[src/rtl/scissor_clip_fill_blit_setup_core_defines.svh]
// Assertion helpers for the fill/blit set-up core.
`ifndef SCISSOR_CLIP_FILL_BLIT_SETUP_CORE_DEFINES_SVH
`define SCISSOR_CLIP_FILL_BLIT_SETUP_CORE_DEFINES_SVH

// Same-cycle implication, disabled while reset is asserted.
`define SCFB_ASSERT_IMP(lbl, clk, rst_n, ante, cons, msg) \
    lbl: assert property (@(posedge clk) disable iff (!(rst_n)) (ante) |-> (cons)) \
        else $error(msg);

// Implication across the full command-to-result latency.
`define SCFB_ASSERT_LAT(lbl, clk, rst_n, ante, cons, msg) \
    lbl: assert property (@(posedge clk) disable iff (!(rst_n)) (ante) |-> ##5 (cons)) \
        else $error(msg);

`endif

[src/rtl/scfb_pkg.sv]
package scfb_pkg;

    // Dimension and pitch limits; larger register or field values saturate.
    localparam int MAX_DIM    = 4096;
    localparam int MAX_STRIDE = 8192;

    // Working width of signed coordinates inside the clip pipeline.
    localparam int CW = 18;

    typedef logic signed [CW-1:0] t_coord;

    localparam t_coord COORD_MIN = {1'b1, {(CW-1){1'b0}}};
    localparam t_coord COORD_MAX = {1'b0, {(CW-1){1'b1}}};

    // Command kinds.
    typedef logic [1:0] t_kind;
    localparam t_kind KIND_CLEAR = 2'd0;
    localparam t_kind KIND_SPAN  = 2'd1;
    localparam t_kind KIND_COPY  = 2'd2;

    // Configuration register indexes.
    typedef logic [2:0] t_cfg_idx;
    localparam t_cfg_idx CFG_FILL_COLOR = 3'd0;
    localparam t_cfg_idx CFG_FB_WIDTH   = 3'd1;
    localparam t_cfg_idx CFG_FB_HEIGHT  = 3'd2;
    localparam t_cfg_idx CFG_FB_STRIDE  = 3'd3;
    localparam t_cfg_idx CFG_SCISSOR_X  = 3'd4;
    localparam t_cfg_idx CFG_SCISSOR_Y  = 3'd5;
    localparam t_cfg_idx CFG_SCISSOR_W  = 3'd6;
    localparam t_cfg_idx CFG_SCISSOR_H  = 3'd7;

    typedef struct packed {
        logic [31:0]        fill_color;
        logic [12:0]        fb_width;
        logic [12:0]        fb_height;
        logic [13:0]        fb_stride;
        logic signed [15:0] scissor_x;
        logic signed [15:0] scissor_y;
        logic [14:0]        scissor_w;
        logic [14:0]        scissor_h;
    } t_cfg;

    localparam t_cfg CFG_RESET = '{
        fill_color: 32'hFFFF_FFFF,
        fb_width:   13'd640,
        fb_height:  13'd480,
        fb_stride:  14'd640,
        scissor_x:  16'sd0,
        scissor_y:  16'sd0,
        scissor_w:  15'd32767,
        scissor_h:  15'd32767
    };

    typedef struct packed {
        t_kind              kind;
        logic signed [15:0] dest_x;
        logic signed [15:0] dest_y;
        logic [14:0]        req_width;
        logic [14:0]        req_height;
        logic [14:0]        src_x;
        logic [14:0]        src_y;
        logic [12:0]        src_width;
        logic [12:0]        src_height;
        logic [13:0]        src_pitch;
    } t_cmd;

    typedef struct packed {
        logic        nonempty;
        logic        is_copy;
        logic [11:0] out_x;
        logic [11:0] out_y;
        logic [12:0] out_width;
        logic [12:0] out_height;
        logic [24:0] dest_offset;
        logic [24:0] src_offset;
        logic [31:0] color_out;
    } t_res;

    // Clipped command handed from the clip pipeline to the offset stage.
    typedef struct packed {
        logic        vld;
        logic        ok;
        logic        is_copy;
        logic [11:0] x;
        logic [11:0] y;
        logic [12:0] w;
        logic [12:0] h;
        logic [11:0] src_x;
        logic [11:0] src_y;
        logic [13:0] dstride;
        logic [13:0] sstride;
        logic [31:0] color;
    } t_clip;

endpackage

[src/rtl/scfb_clip.sv]
module scfb_clip (
    input  logic             i_clk,
    input  logic             i_rst_n,
    input  logic             i_cmd_v,
    input  scfb_pkg::t_cmd   i_cmd,
    input  scfb_pkg::t_cfg   i_cfg,
    output scfb_pkg::t_clip  o_clip
);
    import scfb_pkg::*;

    function automatic t_coord smax(input t_coord a, input t_coord b);
        return (a > b) ? a : b;
    endfunction

    function automatic t_coord smin(input t_coord a, input t_coord b);
        return (a < b) ? a : b;
    endfunction

    function automatic logic [12:0] cap_dim(input logic [12:0] v);
        return (v > 13'(MAX_DIM)) ? 13'(MAX_DIM) : v;
    endfunction

    function automatic logic [13:0] cap_stride(input logic [13:0] v);
        return (v > 14'(MAX_STRIDE)) ? 14'(MAX_STRIDE) : v;
    endfunction

    // ---------------- stage 1: effective scissor and request edges
    logic        r1_v, n1_v;
    logic        r1_is_copy, n1_is_copy;
    t_coord      r1_qx0, r1_qx1, r1_qy0, r1_qy1;
    t_coord      n1_qx0, n1_qx1, n1_qy0, n1_qy1;
    logic [12:0] r1_scx0, r1_scx1, r1_scy0, r1_scy1;
    logic [12:0] n1_scx0, n1_scx1, n1_scy0, n1_scy1;
    t_coord      r1_dsx, r1_dsy, n1_dsx, n1_dsy;
    logic [12:0] r1_sw, r1_sh, n1_sw, n1_sh;
    logic [13:0] r1_sstride, r1_dstride, n1_sstride, n1_dstride;
    logic [31:0] r1_color, n1_color;

    t_coord      s1_ex0, s1_ex1, s1_ey0, s1_ey1;
    logic        s1_sc_ok;

    always_comb begin
        // scissor against framebuffer bounds; empty collapses to origin
        s1_ex0   = smax(t_coord'(i_cfg.scissor_x), '0);
        s1_ey0   = smax(t_coord'(i_cfg.scissor_y), '0);
        s1_ex1   = smin(t_coord'(i_cfg.scissor_x) + t_coord'(i_cfg.scissor_w),
                        t_coord'(cap_dim(i_cfg.fb_width)));
        s1_ey1   = smin(t_coord'(i_cfg.scissor_y) + t_coord'(i_cfg.scissor_h),
                        t_coord'(cap_dim(i_cfg.fb_height)));
        s1_sc_ok = (s1_ex1 > s1_ex0) && (s1_ey1 > s1_ey0);

        n1_v    = i_cmd_v;
        n1_scx0 = s1_sc_ok ? s1_ex0[12:0] : '0;
        n1_scx1 = s1_sc_ok ? s1_ex1[12:0] : '0;
        n1_scy0 = s1_sc_ok ? s1_ey0[12:0] : '0;
        n1_scy1 = s1_sc_ok ? s1_ey1[12:0] : '0;

        // request box per kind; a clear takes an unbounded box
        n1_is_copy = 1'b0;
        n1_color   = '0;
        case (i_cmd.kind)
            KIND_CLEAR: begin
                n1_qx0   = COORD_MIN;
                n1_qx1   = COORD_MAX;
                n1_qy0   = COORD_MIN;
                n1_qy1   = COORD_MAX;
                n1_color = i_cfg.fill_color;
            end
            KIND_SPAN: begin
                n1_qx0   = t_coord'(i_cmd.dest_x);
                n1_qx1   = t_coord'(i_cmd.dest_x) + t_coord'(i_cmd.req_width);
                n1_qy0   = t_coord'(i_cmd.dest_y);
                n1_qy1   = t_coord'(i_cmd.dest_y) + t_coord'(1);
                n1_color = i_cfg.fill_color;
            end
            KIND_COPY: begin
                n1_qx0     = t_coord'(i_cmd.dest_x);
                n1_qx1     = t_coord'(i_cmd.dest_x) + t_coord'(i_cmd.req_width);
                n1_qy0     = t_coord'(i_cmd.dest_y);
                n1_qy1     = t_coord'(i_cmd.dest_y) + t_coord'(i_cmd.req_height);
                n1_is_copy = 1'b1;
            end
            default: begin
                n1_qx0 = '0;
                n1_qx1 = '0;
                n1_qy0 = '0;
                n1_qy1 = '0;
            end
        endcase

        // source origin minus destination origin, before clip shift
        n1_dsx     = t_coord'(i_cmd.src_x) - t_coord'(i_cmd.dest_x);
        n1_dsy     = t_coord'(i_cmd.src_y) - t_coord'(i_cmd.dest_y);
        n1_sw      = cap_dim(i_cmd.src_width);
        n1_sh      = cap_dim(i_cmd.src_height);
        n1_sstride = cap_stride(i_cmd.src_pitch);
        n1_dstride = cap_stride(i_cfg.fb_stride);
    end

    always_ff @(posedge i_clk) begin
        if (!i_rst_n) begin
            r1_v <= 1'b0;
        end else begin
            r1_v <= n1_v;
        end
        r1_is_copy <= n1_is_copy;
        r1_qx0     <= n1_qx0;
        r1_qx1     <= n1_qx1;
        r1_qy0     <= n1_qy0;
        r1_qy1     <= n1_qy1;
        r1_scx0    <= n1_scx0;
        r1_scx1    <= n1_scx1;
        r1_scy0    <= n1_scy0;
        r1_scy1    <= n1_scy1;
        r1_dsx     <= n1_dsx;
        r1_dsy     <= n1_dsy;
        r1_sw      <= n1_sw;
        r1_sh      <= n1_sh;
        r1_sstride <= n1_sstride;
        r1_dstride <= n1_dstride;
        r1_color   <= n1_color;
    end

    // ---------------- stage 2: destination clip and source shift
    logic        r2_v, r2_ok, r2_is_copy;
    logic [11:0] r2_x, r2_y;
    logic [12:0] r2_w, r2_h;
    logic [16:0] r2_srqx, r2_srqy;
    logic [12:0] r2_sw, r2_sh;
    logic [13:0] r2_sstride, r2_dstride;
    logic [31:0] r2_color;

    t_coord      s2_x0, s2_x1, s2_y0, s2_y1, s2_w, s2_h, s2_srqx, s2_srqy;
    logic        n2_ok;

    always_comb begin
        s2_x0   = smax(r1_qx0, t_coord'(r1_scx0));
        s2_x1   = smin(r1_qx1, t_coord'(r1_scx1));
        s2_y0   = smax(r1_qy0, t_coord'(r1_scy0));
        s2_y1   = smin(r1_qy1, t_coord'(r1_scy1));
        n2_ok   = (s2_x1 > s2_x0) && (s2_y1 > s2_y0);
        s2_w    = s2_x1 - s2_x0;
        s2_h    = s2_y1 - s2_y0;
        s2_srqx = r1_dsx + s2_x0;
        s2_srqy = r1_dsy + s2_y0;
    end

    always_ff @(posedge i_clk) begin
        if (!i_rst_n) begin
            r2_v <= 1'b0;
        end else begin
            r2_v <= r1_v;
        end
        r2_ok      <= n2_ok;
        r2_is_copy <= r1_is_copy;
        r2_x       <= s2_x0[11:0];
        r2_y       <= s2_y0[11:0];
        r2_w       <= s2_w[12:0];
        r2_h       <= s2_h[12:0];
        r2_srqx    <= s2_srqx[16:0];
        r2_srqy    <= s2_srqy[16:0];
        r2_sw      <= r1_sw;
        r2_sh      <= r1_sh;
        r2_sstride <= r1_sstride;
        r2_dstride <= r1_dstride;
        r2_color   <= r1_color;
    end

    // ---------------- stage 3: source clip, shrink copy extent
    t_clip       r3_clip, n3_clip;
    logic        s3_in_x, s3_in_y;
    logic [12:0] s3_rem_x, s3_rem_y, s3_sw, s3_sh;

    always_comb begin
        s3_in_x  = r2_srqx < 17'(r2_sw);
        s3_in_y  = r2_srqy < 17'(r2_sh);
        s3_rem_x = r2_sw - r2_srqx[12:0];
        s3_rem_y = r2_sh - r2_srqy[12:0];
        s3_sw    = (r2_w < s3_rem_x) ? r2_w : s3_rem_x;
        s3_sh    = (r2_h < s3_rem_y) ? r2_h : s3_rem_y;

        n3_clip.vld     = r2_v;
        n3_clip.is_copy = r2_is_copy;
        n3_clip.x       = r2_x;
        n3_clip.y       = r2_y;
        n3_clip.dstride = r2_dstride;
        n3_clip.sstride = r2_sstride;
        n3_clip.color   = r2_color;
        if (r2_is_copy) begin
            n3_clip.ok    = r2_ok && s3_in_x && s3_in_y;
            n3_clip.w     = s3_sw;
            n3_clip.h     = s3_sh;
            n3_clip.src_x = r2_srqx[11:0];
            n3_clip.src_y = r2_srqy[11:0];
        end else begin
            n3_clip.ok    = r2_ok;
            n3_clip.w     = r2_w;
            n3_clip.h     = r2_h;
            n3_clip.src_x = '0;
            n3_clip.src_y = '0;
        end
    end

    always_ff @(posedge i_clk) begin
        if (!i_rst_n) begin
            r3_clip <= '0;
        end else begin
            r3_clip <= n3_clip;
        end
    end

    assign o_clip = r3_clip;

endmodule

[src/rtl/scissor_clip_fill_blit_setup_core.sv]
// Channel   Handshake                  Payload            Direction
// command   start / busy               i_cmd  (t_cmd)     in
// result    o_res_stb (one cycle)      o_res  (t_res)     out
// config    i_cfg_we                   i_cfg_idx, i_cfg_data  in
//
// One command per clock; busy stays low. Each result passes the input register, three
// clip stages, then the offset multiply into the result register. Synchronous
// active-low reset clears the valid bits and loads the register defaults.
// Results are shown for exactly one cycle; the receiver cannot stall.
`include "scissor_clip_fill_blit_setup_core_defines.svh"

module scissor_clip_fill_blit_setup_core (
    input  logic                i_clk,
    input  logic                i_rst_n,
    input  logic                start,
    output logic                busy,
    input  scfb_pkg::t_cmd      i_cmd,
    input  logic                i_cfg_we,
    input  scfb_pkg::t_cfg_idx  i_cfg_idx,
    input  logic [31:0]         i_cfg_data,
    output logic                o_res_stb,
    output scfb_pkg::t_res      o_res
);
    import scfb_pkg::*;

    t_cfg  r_cfg;
    logic  r_cmd_v;
    t_cmd  r_cmd;
    t_clip w_clip;
    logic  r_res_stb;
    t_res  r_res, n_res;
    logic [25:0] w_dprod, w_sprod;
    logic  w_area_ok, w_empty_ok, w_payload_ok;

    // never stalls the command side
    assign busy = 1'b0;

    // configuration writes
    always_ff @(posedge i_clk) begin
        if (!i_rst_n) begin
            r_cfg <= CFG_RESET;
        end else if (i_cfg_we) begin
            case (i_cfg_idx)
                CFG_FILL_COLOR: r_cfg.fill_color <= i_cfg_data;
                CFG_FB_WIDTH:   r_cfg.fb_width   <= i_cfg_data[12:0];
                CFG_FB_HEIGHT:  r_cfg.fb_height  <= i_cfg_data[12:0];
                CFG_FB_STRIDE:  r_cfg.fb_stride  <= i_cfg_data[13:0];
                CFG_SCISSOR_X:  r_cfg.scissor_x  <= signed'(i_cfg_data[15:0]);
                CFG_SCISSOR_Y:  r_cfg.scissor_y  <= signed'(i_cfg_data[15:0]);
                CFG_SCISSOR_W:  r_cfg.scissor_w  <= i_cfg_data[14:0];
                CFG_SCISSOR_H:  r_cfg.scissor_h  <= i_cfg_data[14:0];
                default: ;
            endcase
        end
    end

    // capture the command word
    always_ff @(posedge i_clk) begin
        if (!i_rst_n) begin
            r_cmd_v <= 1'b0;
        end else begin
            r_cmd_v <= start && !busy;
        end
        r_cmd <= i_cmd;
    end

    scfb_clip u_clip (
        .i_clk   (i_clk),
        .i_rst_n (i_rst_n),
        .i_cmd_v (r_cmd_v),
        .i_cmd   (r_cmd),
        .i_cfg   (r_cfg),
        .o_clip  (w_clip)
    );

    // row offsets, then zero the geometry and offsets for an empty result
    assign w_dprod = w_clip.y * w_clip.dstride;
    assign w_sprod = w_clip.src_y * w_clip.sstride;

    always_comb begin
        n_res.nonempty    = w_clip.ok;
        n_res.is_copy     = w_clip.is_copy;
        n_res.color_out   = w_clip.color;
        n_res.out_x       = w_clip.ok ? w_clip.x : '0;
        n_res.out_y       = w_clip.ok ? w_clip.y : '0;
        n_res.out_width   = w_clip.ok ? w_clip.w : '0;
        n_res.out_height  = w_clip.ok ? w_clip.h : '0;
        n_res.dest_offset = w_clip.ok ? (w_dprod[24:0] + 25'(w_clip.x)) : '0;
        n_res.src_offset  = w_clip.ok ? (w_sprod[24:0] + 25'(w_clip.src_x)) : '0;
    end

    // result register
    always_ff @(posedge i_clk) begin
        if (!i_rst_n) begin
            r_res_stb <= 1'b0;
        end else begin
            r_res_stb <= w_clip.vld;
        end
        r_res <= n_res;
    end

    assign o_res_stb = r_res_stb;
    assign o_res     = r_res;

    // result checks used by the assertions
    assign w_area_ok    = (o_res.out_width != 13'd0) && (o_res.out_height != 13'd0);
    assign w_empty_ok   = (o_res.out_width == 13'd0) && (o_res.dest_offset == 25'd0)
                          && (o_res.src_offset == 25'd0);
    assign w_payload_ok = o_res.is_copy ? (o_res.color_out == 32'd0)
                                        : (o_res.src_offset == 25'd0);

    // every accepted command yields a result strobe after the pipeline
    `SCFB_ASSERT_LAT(a_res_latency, i_clk, i_rst_n, start && !busy, o_res_stb, "result missing")
    // a non-empty result covers at least one pixel
    `SCFB_ASSERT_IMP(a_nonempty_area, i_clk, i_rst_n, o_res_stb && o_res.nonempty, w_area_ok, "no area")
    // an empty result carries no geometry
    `SCFB_ASSERT_IMP(a_empty_zero, i_clk, i_rst_n, o_res_stb && !o_res.nonempty, w_empty_ok, "empty")
    // copies carry no color, fills no source offset
    `SCFB_ASSERT_IMP(a_copy_fill, i_clk, i_rst_n, o_res_stb, w_payload_ok, "payload mix-up")

endmodule

[config.mk]
export PLATFORM = sky130hd
export DESIGN_NAME = scissor_clip_fill_blit_setup_core
export DESIGN_NICKNAME = d
export VERILOG_FILES = /design/src/rtl/scfb_pkg.sv /design/src/rtl/scfb_clip.sv /design/src/rtl/scissor_clip_fill_blit_setup_core.sv
export VERILOG_INCLUDE_DIRS = /design/src /design/src/rtl
export SDC_FILE = /design/constraint.sdc
export NUM_CORES = 2
export LEC_CHECK = 0
export BUFFER_PORTS_ARGS = -buffer_cell sky130_fd_sc_hd__buf_4
export CORE_AREA = 2 2 253 504
export CTS_BUF_LIST = sky130_fd_sc_hd__clkbuf_8 sky130_fd_sc_hd__clkbuf_16
export CTS_CLUSTER_SIZE = 8
export DETAILED_ROUTE_END_ITERATION = 10
export DIE_AREA = 0 0 255 506
export PLACE_DENSITY = 0.65
export SYNTH_ARGS = -nofsm -noshare
export SYNTH_HDL_FRONTEND = slang
export SYNTH_SLANG_ARGS = --single-unit
[constraint.sdc]
create_clock -name i_clk -period 6.13 [get_ports i_clk]
set_input_delay 0.9195 -clock i_clk [delete_from_list [all_inputs] [get_ports i_clk]]
set_output_delay 0.9195 -clock i_clk [all_outputs]
set_load 0.02 [all_outputs]
---- After elaboration in Yosys (flattened, before gate mapping) ----
Index checks and enable logic that the tools add are counted.
word-level totals
  output and inout port bits .............. 136
  bits in latches ......................... 0
  word-level logic and storage cells ...... 156
  bits in writable memories ............... 0
  memories ................................ 0
  flip-flop bits (word level) ............. 960
  bits of input ports ..................... 173
  bits in read-only memories .............. 0
operators by class
  multipliers ............................. 2
  bitwise logic cells ..................... 0
  eq/ne operators ......................... 9
  muxes and demuxes ....................... 19
  div/mod/pow operators ................... 0
  add/subtract/negate cells ............... 15
  shifts and indexed selects .............. 0
  reductions and logical operators ........ 17
  $lt $le $gt $ge ......................... 22
operators by type and width
  cell                                                                   count
  18-bit 2-to-1 mux                                                      8
  18-bit case mux with 2 select lines                                    3
  18-bit > comparator                                                    4
  18-bit by 14-bit < comparator with 1-bit output                        4
  16-bit by 16-bit adder with 17-bit output                              4
  18-bit case mux with 3 select lines                                    1
  13-bit > comparator, second input constant                             4
  13-bit 2-to-1 mux                                                      4
  13-bit subtractor                                                      4
  25-bit by 12-bit adder with 25-bit output                              2
  12-bit by 14-bit multiplier with 25-bit output                         2
  50-bit 2-to-1 mux                                                      1
  18-bit by 14-bit > comparator with 1-bit output                        2
  17-bit adder                                                           2
  17-bit by 13-bit < comparator with 1-bit output                        2
  16-bit by 16-bit subtractor with 17-bit output                         2
  16-bit by 1-bit > comparator with 1-bit output, second input constant  2
  14-bit > comparator, second input constant                             2
  13-bit < comparator                                                    2
  2-bit AND reduction                                                    9
  16-bit by 2-bit adder with 17-bit output, second input constant        1
  3-bit equality test, second input constant                             4
  3-bit by 2-bit equality test with 1-bit output, second input constant  2
  1-bit logical AND                                                      4
  7 further kinds                                                        9

---- Depth between registers and ports, before layout ----
  depth after elaboration ................. 6
  depth in mapped cells ................... 29
  depth with buffers taken out ............ 27

---- By module ----
From an unflattened synthesis, not the netlist that was laid out.
unflattened totals
  cell total of the unflattened synthesis .. 5258
  area, all modules ....................... 49807.8 um^2
by module, submodules not included
  module                             instances  area an instance (um^2)  seq. area each (um^2)  cells each
  scfb_clip                          1          27055.9                  11090.6                2838
  scissor_clip_fill_blit_setup_core  1          22751.8                  8087.8                 2420

---- Worst setup path before layout ----
OpenSTA, ideal clock, no wires.
  path kind ............................... reg2reg
  start point ............................. register r_cfg[46] (netlist bit)
  end point ............................... register u_clip.r1_scx0[10]
  setup time .............................. 0.115 ns
  period minus slack after synthesis ...... 5.517 ns
  cell stages (with the launch flop) ...... 28
  data required time ...................... 6.015 ns
  slack ................................... 0.613 ns
  arrival ................................. 5.402 ns
  cells stage by stage .................... dfxtp_1 -> ha_1 -> fa_1 -> a211oi_1 -> o21ai_0 -> a31oi_1 -> o21ai_0 -> xor2_1 -> ha_1 -> o21ai_0 -> nor2_1 -> o21ai_0 -> nand2b_1 -> a221oi_1 -> nand4_1 -> ha_1 -> clkinv_1 -> clkbuf_1 -> a21o_1 -> ha_1 -> nand4_1 -> or2_2 -> o311ai_0 -> a21oi_1 -> o211ai_2 -> nor2_1 -> clkbuf_1 -> and2_1
between the ends
  word-level cells in the longest chain between the ends .. 5
ends and longest elaborated chain
  item                                             line                                     text
  from (decl)                                      scissor_clip_fill_blit_setup_core.sv:26  t_cfg r_cfg;
  16-bit by 16-bit adder with 17-bit output (*)    scfb_clip.sv:46                          s1_ex1 = smin(t_coord'(i_cfg.scissor_x) + t_coord'(i_cfg.scissor_w),
  18-bit by 14-bit < comparator with 1-bit output  scfb_clip.sv:16                          return (a < b) ? a : b;
  18-bit 2-to-1 mux (*)                            scfb_clip.sv:16
  net u_clip.s1_ex1[11]                            scfb_clip.sv:39                          t_coord s1_ex0, s1_ex1, s1_ey0, s1_ey1;
  18-bit > comparator (*)                          scfb_clip.sv:50                          s1_sc_ok = (s1_ex1 > s1_ex0) && (s1_ey1 > s1_ey0);
  1-bit logical AND (*)                            scfb_clip.sv:50
  to (signal assigned)                             scfb_clip.sv:111                         r1_scx0 <= n1_scx0;
  to (decl)                                        scfb_clip.sv:32                          logic [12:0] r1_scx0, r1_scx1, r1_scy0, r1_scy1;
The timed path passes the listed nets; every way through them passes the cells marked *.
A chain may end at the register's enable or synchronous reset.

---- Worst setup path in the final report ----
  start point ............................. register r_cfg[0] (netlist bit)
  end point ............................... register u_clip.r1_scy0[11]
between the ends
  word-level cells in the longest chain between the ends .. 5
ends and longest elaborated chain
  item                                             line              text
  16-bit by 16-bit adder with 17-bit output (*)    scfb_clip.sv:48   s1_ey1 = smin(t_coord'(i_cfg.scissor_y) + t_coord'(i_cfg.scissor_h),
  18-bit by 14-bit < comparator with 1-bit output  scfb_clip.sv:16
  18-bit 2-to-1 mux (*)                            scfb_clip.sv:16
  net u_clip.s1_ey1[3]                             scfb_clip.sv:39
  18-bit > comparator (*)                          scfb_clip.sv:50
  1-bit logical AND (*)                            scfb_clip.sv:50
  to (signal assigned)                             scfb_clip.sv:113  r1_scy0 <= n1_scy0;
  to (decl)                                        scfb_clip.sv:32
Marks and branches as above.

==> metrics.yaml <==
pwr:
  power.density_mw_per_mm2: 315
  ir_worst_vdd_mv: 0.299
  leakagePower_nw: 27.2
  fin_total_pwr_w: 0.0183
sta:
  max_freq_mhz: 167
  finalSetupViolCount: 0
  hold_viol: 0
  fin_skew_ns: 0.0422
  min_period_over_period_pct: 97.5
  finalMaxSlewViolations: 0
  period_needed_ns: 5.97
  relSlewSlack_pct: 14.4
  tightest_slew_ns: 1.28
  final.setup.tns_ns: 0
grt:
  grt_overflow: 0
  grtUsageTotal_pct: 21.7
  grt_max_degree: 95
  grt_pass1_wl_microns: 213000
  grt_pass1_vias: 38900
  antenna_found_initial: 6
drt:
  dr_total_vias: 36600
  antenna_left: 0
  finalWirelength_microns: 139000
  wl_per_cell_microns: 19.2
  drt_iter0_drc: 1620
  remaining_drc_errors: 0
  vias_per_cell: 5.04
  first_pass_iters: 7
yosys:
  yosysTopAreaCellShare_pct: 38.6
  yosysTopAreaCell: "dfxtp_1"
  ys_top_cells_by_count: "958 x dfxtp_1, 632 x nand2_1, 518 x inv_1"
  ys_types: 77
  synthArstFlopShare_pct: 0
  syn_area_per_cell_sq_um: 9.55
  synth_seq_area_share_pct: 38.6
  synth.most_common_cell: "dfxtp_1"
  syn_inst: 5210
  ys_ff_latch: 958
  synth_area_leaders: "dfxtp_1 39%, ha_1 12%, fa_1 11%, and2_1 4.8%, nand2_1 4.8%"
  yosysWarnings: 0
  synth_ff_type: "dfxtp_1"
  mappedNetlistArea_sq_mm: 0.0497
  synth_edf_count: 0
cells_and_area:
  drive_gt1_share_pct: 11.8
  stdcell_count: 7250
  nFillCells: 11900
  syn_to_final_growth_pct: 16.8
  fin_nets: 6489
clocking:
  cts.sinks: 958
  cts_tree: "yes"
  hold_buffers: 0
  cts_max_level: 4
  clock_path_buffers: 3
  clkTransAtPathRegs_ns: 0.05
  cts-buffers-inserted: 138
  clkLatencyLatePin_ns: 0.76
  cts_root_buf: "clkbuf_16"
setup_path:
  r2r_cells: 25
  required_ns: 6.74
  crit_fanout: 17
  regToRegSetupSlack_ns: 0.16
  critPathKind: "register to register"
  end_kind: "register"
  reg2reg_to: "u_clip.r1_scy0[11]$_SDFF_PN0_"
  start_kind: "register"
  reg2reg_from: "r_cfg[0]$_SDFFE_PN1P_"
  crit_arrival_ns: 6.59
outcome:
  status: "complete, no violations"
worst_hold_path:
  hold_class: "primary input to register"
  min_to: "r_cmd[39]$_DFF_P_"
  hold-path-cell-count: 1
  hp-start: "i_cmd[39]"
floorplanning:
  die_h_microns: 506
  rows: 184
  die_width_microns: 255
  floorplan.die_area_sq_mm: 0.129
  coreArea_sq_mm: 0.125
  start_util_pct: 39.6
  ios: 309
run:
  cap_violations: 0
place:
  place_inst: 7086
  port_buffers: 307
  dp_hpwl_microns: 112000
  gp_congestion: 0.928
[state kept, by name (all words and copies together), names as in the netlist, 14 cells and up]
register           cells
u_clip.r1_qx0         17
u_clip.r1_sstride     14
u_clip.r1_dsx         17
u_clip.r2_sstride     14
u_clip.r1_qy1         18
o_res                134
u_clip.r1_qy0         17
u_clip.r2_dstride     14
r_cmd                134
u_clip.r1_qx1         18
u_clip.r2_color       32
r_cfg                134
u_clip.r2_srqy        17
u_clip.r1_dsy         17
u_clip.r1_color       32
u_clip.o_clip        137
u_clip.r2_srqx        17
u_clip.r1_dstride     14
[critical path: stages (launching register included)]
cell       delay, ns
dfxtp_1         0.31
ha_1            0.24
fa_1            0.42
a21oi_2         0.18
nor2_1          0.12
or4_4           0.55
a211oi_4        0.29
xnor2_1         0.19
ha_1            0.28
o21ai_0         0.10
a21oi_1         0.06
nor2_1          0.09
o31a_1          0.14
nand4_1         0.10
ha_1            0.36
inv_2           0.10
buf_12          0.16
o21ai_1         0.26
ha_1            0.30
a21o_1          0.16
a21o_1          0.19
a211oi_2        0.26
o2111ai_2       0.18
o211ai_4        0.46
nor2_2          0.14
and2_1          0.19
[layer usage]
layer,up-vias,routed length [microns],part of all wire (%),GRT usage (%)
li1,17800,-,-,-
met1,17500,48600,35,20.8
met2,863,76200,55,42.0
met3,392,5010,3.6,3.27
met4,0,9710,7.0,13.9
met5,-,0,0,0
[kinds of logic after synthesis]
logic type	count (synthesis)	synth area share (%)
AO/OA/AOI/OAI	757	9.87
XOR/XNOR	171	3.01
adder cells (fa/ha/maj)	761	23.2
buffers and inverters	709	5.41
flip-flops	958	38.6
multiplexers	104	2.24
other	2	0.0151
AND/OR/NAND/NOR	1748	17.6
[cell usage in the layout, fill, tap and decap left out, drive strengths merged, types with 43 or more instances in the layout]
master	netlist	layout
dfxtp	958	958
nor3	52	52
nand3	124	124
buf	15	387
nor2	176	178
mux2	54	54
xor2	61	61
fa	272	272
clkbuf	174	138
nor2b	157	157
o21a	43	43
mux2i	50	50
and2	382	382
ha	489	489
inv	519	530
and3	45	45
xnor2	110	110
nand2	632	632
o21ai	127	127
nand2b	53	53
a21oi	235	235
a21o	109	109
[final cells by class]
class	count	area (sq um)	share of cell area, %
Tap cell	1674	2090	3.61
Timing Repair Buffer	387	2940	5.06
Clock buffer	138	3450	5.94
Antenna cell	1	2.50	0.00431
Inverter	520	1950	3.36
Sequential cell	958	19200	33.0
Multi-Input combinational cell	3550	28000	48.3
Clock inverter	22	427	0.734
[where the power goes]
part / internal (W) / total, W / leakage [nW] / switching [W]
registers: 0.00688 / 0.00738 / 7.92 / 0.000505
clock network: 0.00408 / 0.00692 / 1.90 / 0.00284
logic: 0.00174 / 0.00400 / 17.4 / 0.00226
total: 0.0127 / 0.0183 / 27.2 / 0.00560
[worst max path at each step]
stage	start	endpoint	cells past startpoint
after detailed placement	r_cfg[15]$_SDFFE_PN1P_	u_clip.r1_scx0[9]$_SDFF_PN0_	30
after global placement	r_cfg[15]$_SDFFE_PN1P_	u_clip.r1_scx0[3]$_SDFF_PN0_	27
after global routing	r_cfg[0]$_SDFFE_PN1P_	u_clip.r1_scy0[11]$_SDFF_PN0_	26
after floorplan	r_cfg[46]$_SDFFE_PN0P_	u_clip.r1_scx0[10]$_SDFF_PN0_	27
final	r_cfg[0]$_SDFFE_PN1P_	u_clip.r1_scy0[11]$_SDFF_PN0_	25
after CTS	r_cfg[0]$_SDFFE_PN1P_	u_clip.r1_scy1[10]$_SDFF_PN0_	25
[stage by stage]
| stage | instance area (sq um) | hold slack (ns) | setup slack [ns] | utilization, % |
|---|---|---|---|---|
| 2_1_floorplan | 49800 | 0.310 | 0.613 | - |
| 4_1_cts | 57900 | 0.198 | 0.0477 | 46.2 |
| 6_report | 58100 | 0.260 | 0.156 | 46.3 |
| 3_3_place_gp | 54100 | 0.310 | -0.136 | 43.1 |
| 5_1_grt | 58100 | 0.215 | -0.0340 | 46.3 |
| 3_5_place_dp | 54100 | 0.312 | -0.180 | 43.1 |
[what timing repair did]
item / 4_1_cts / 5_1_grt
cloned: 0 / 2
pin swaps: 0 / 7
setup endpoints to repair: 52 / 53
resized for setup: 4 / 32
buffers inserted: 0 / 1
No activity file was read; power rests on OpenSTA's default activity.
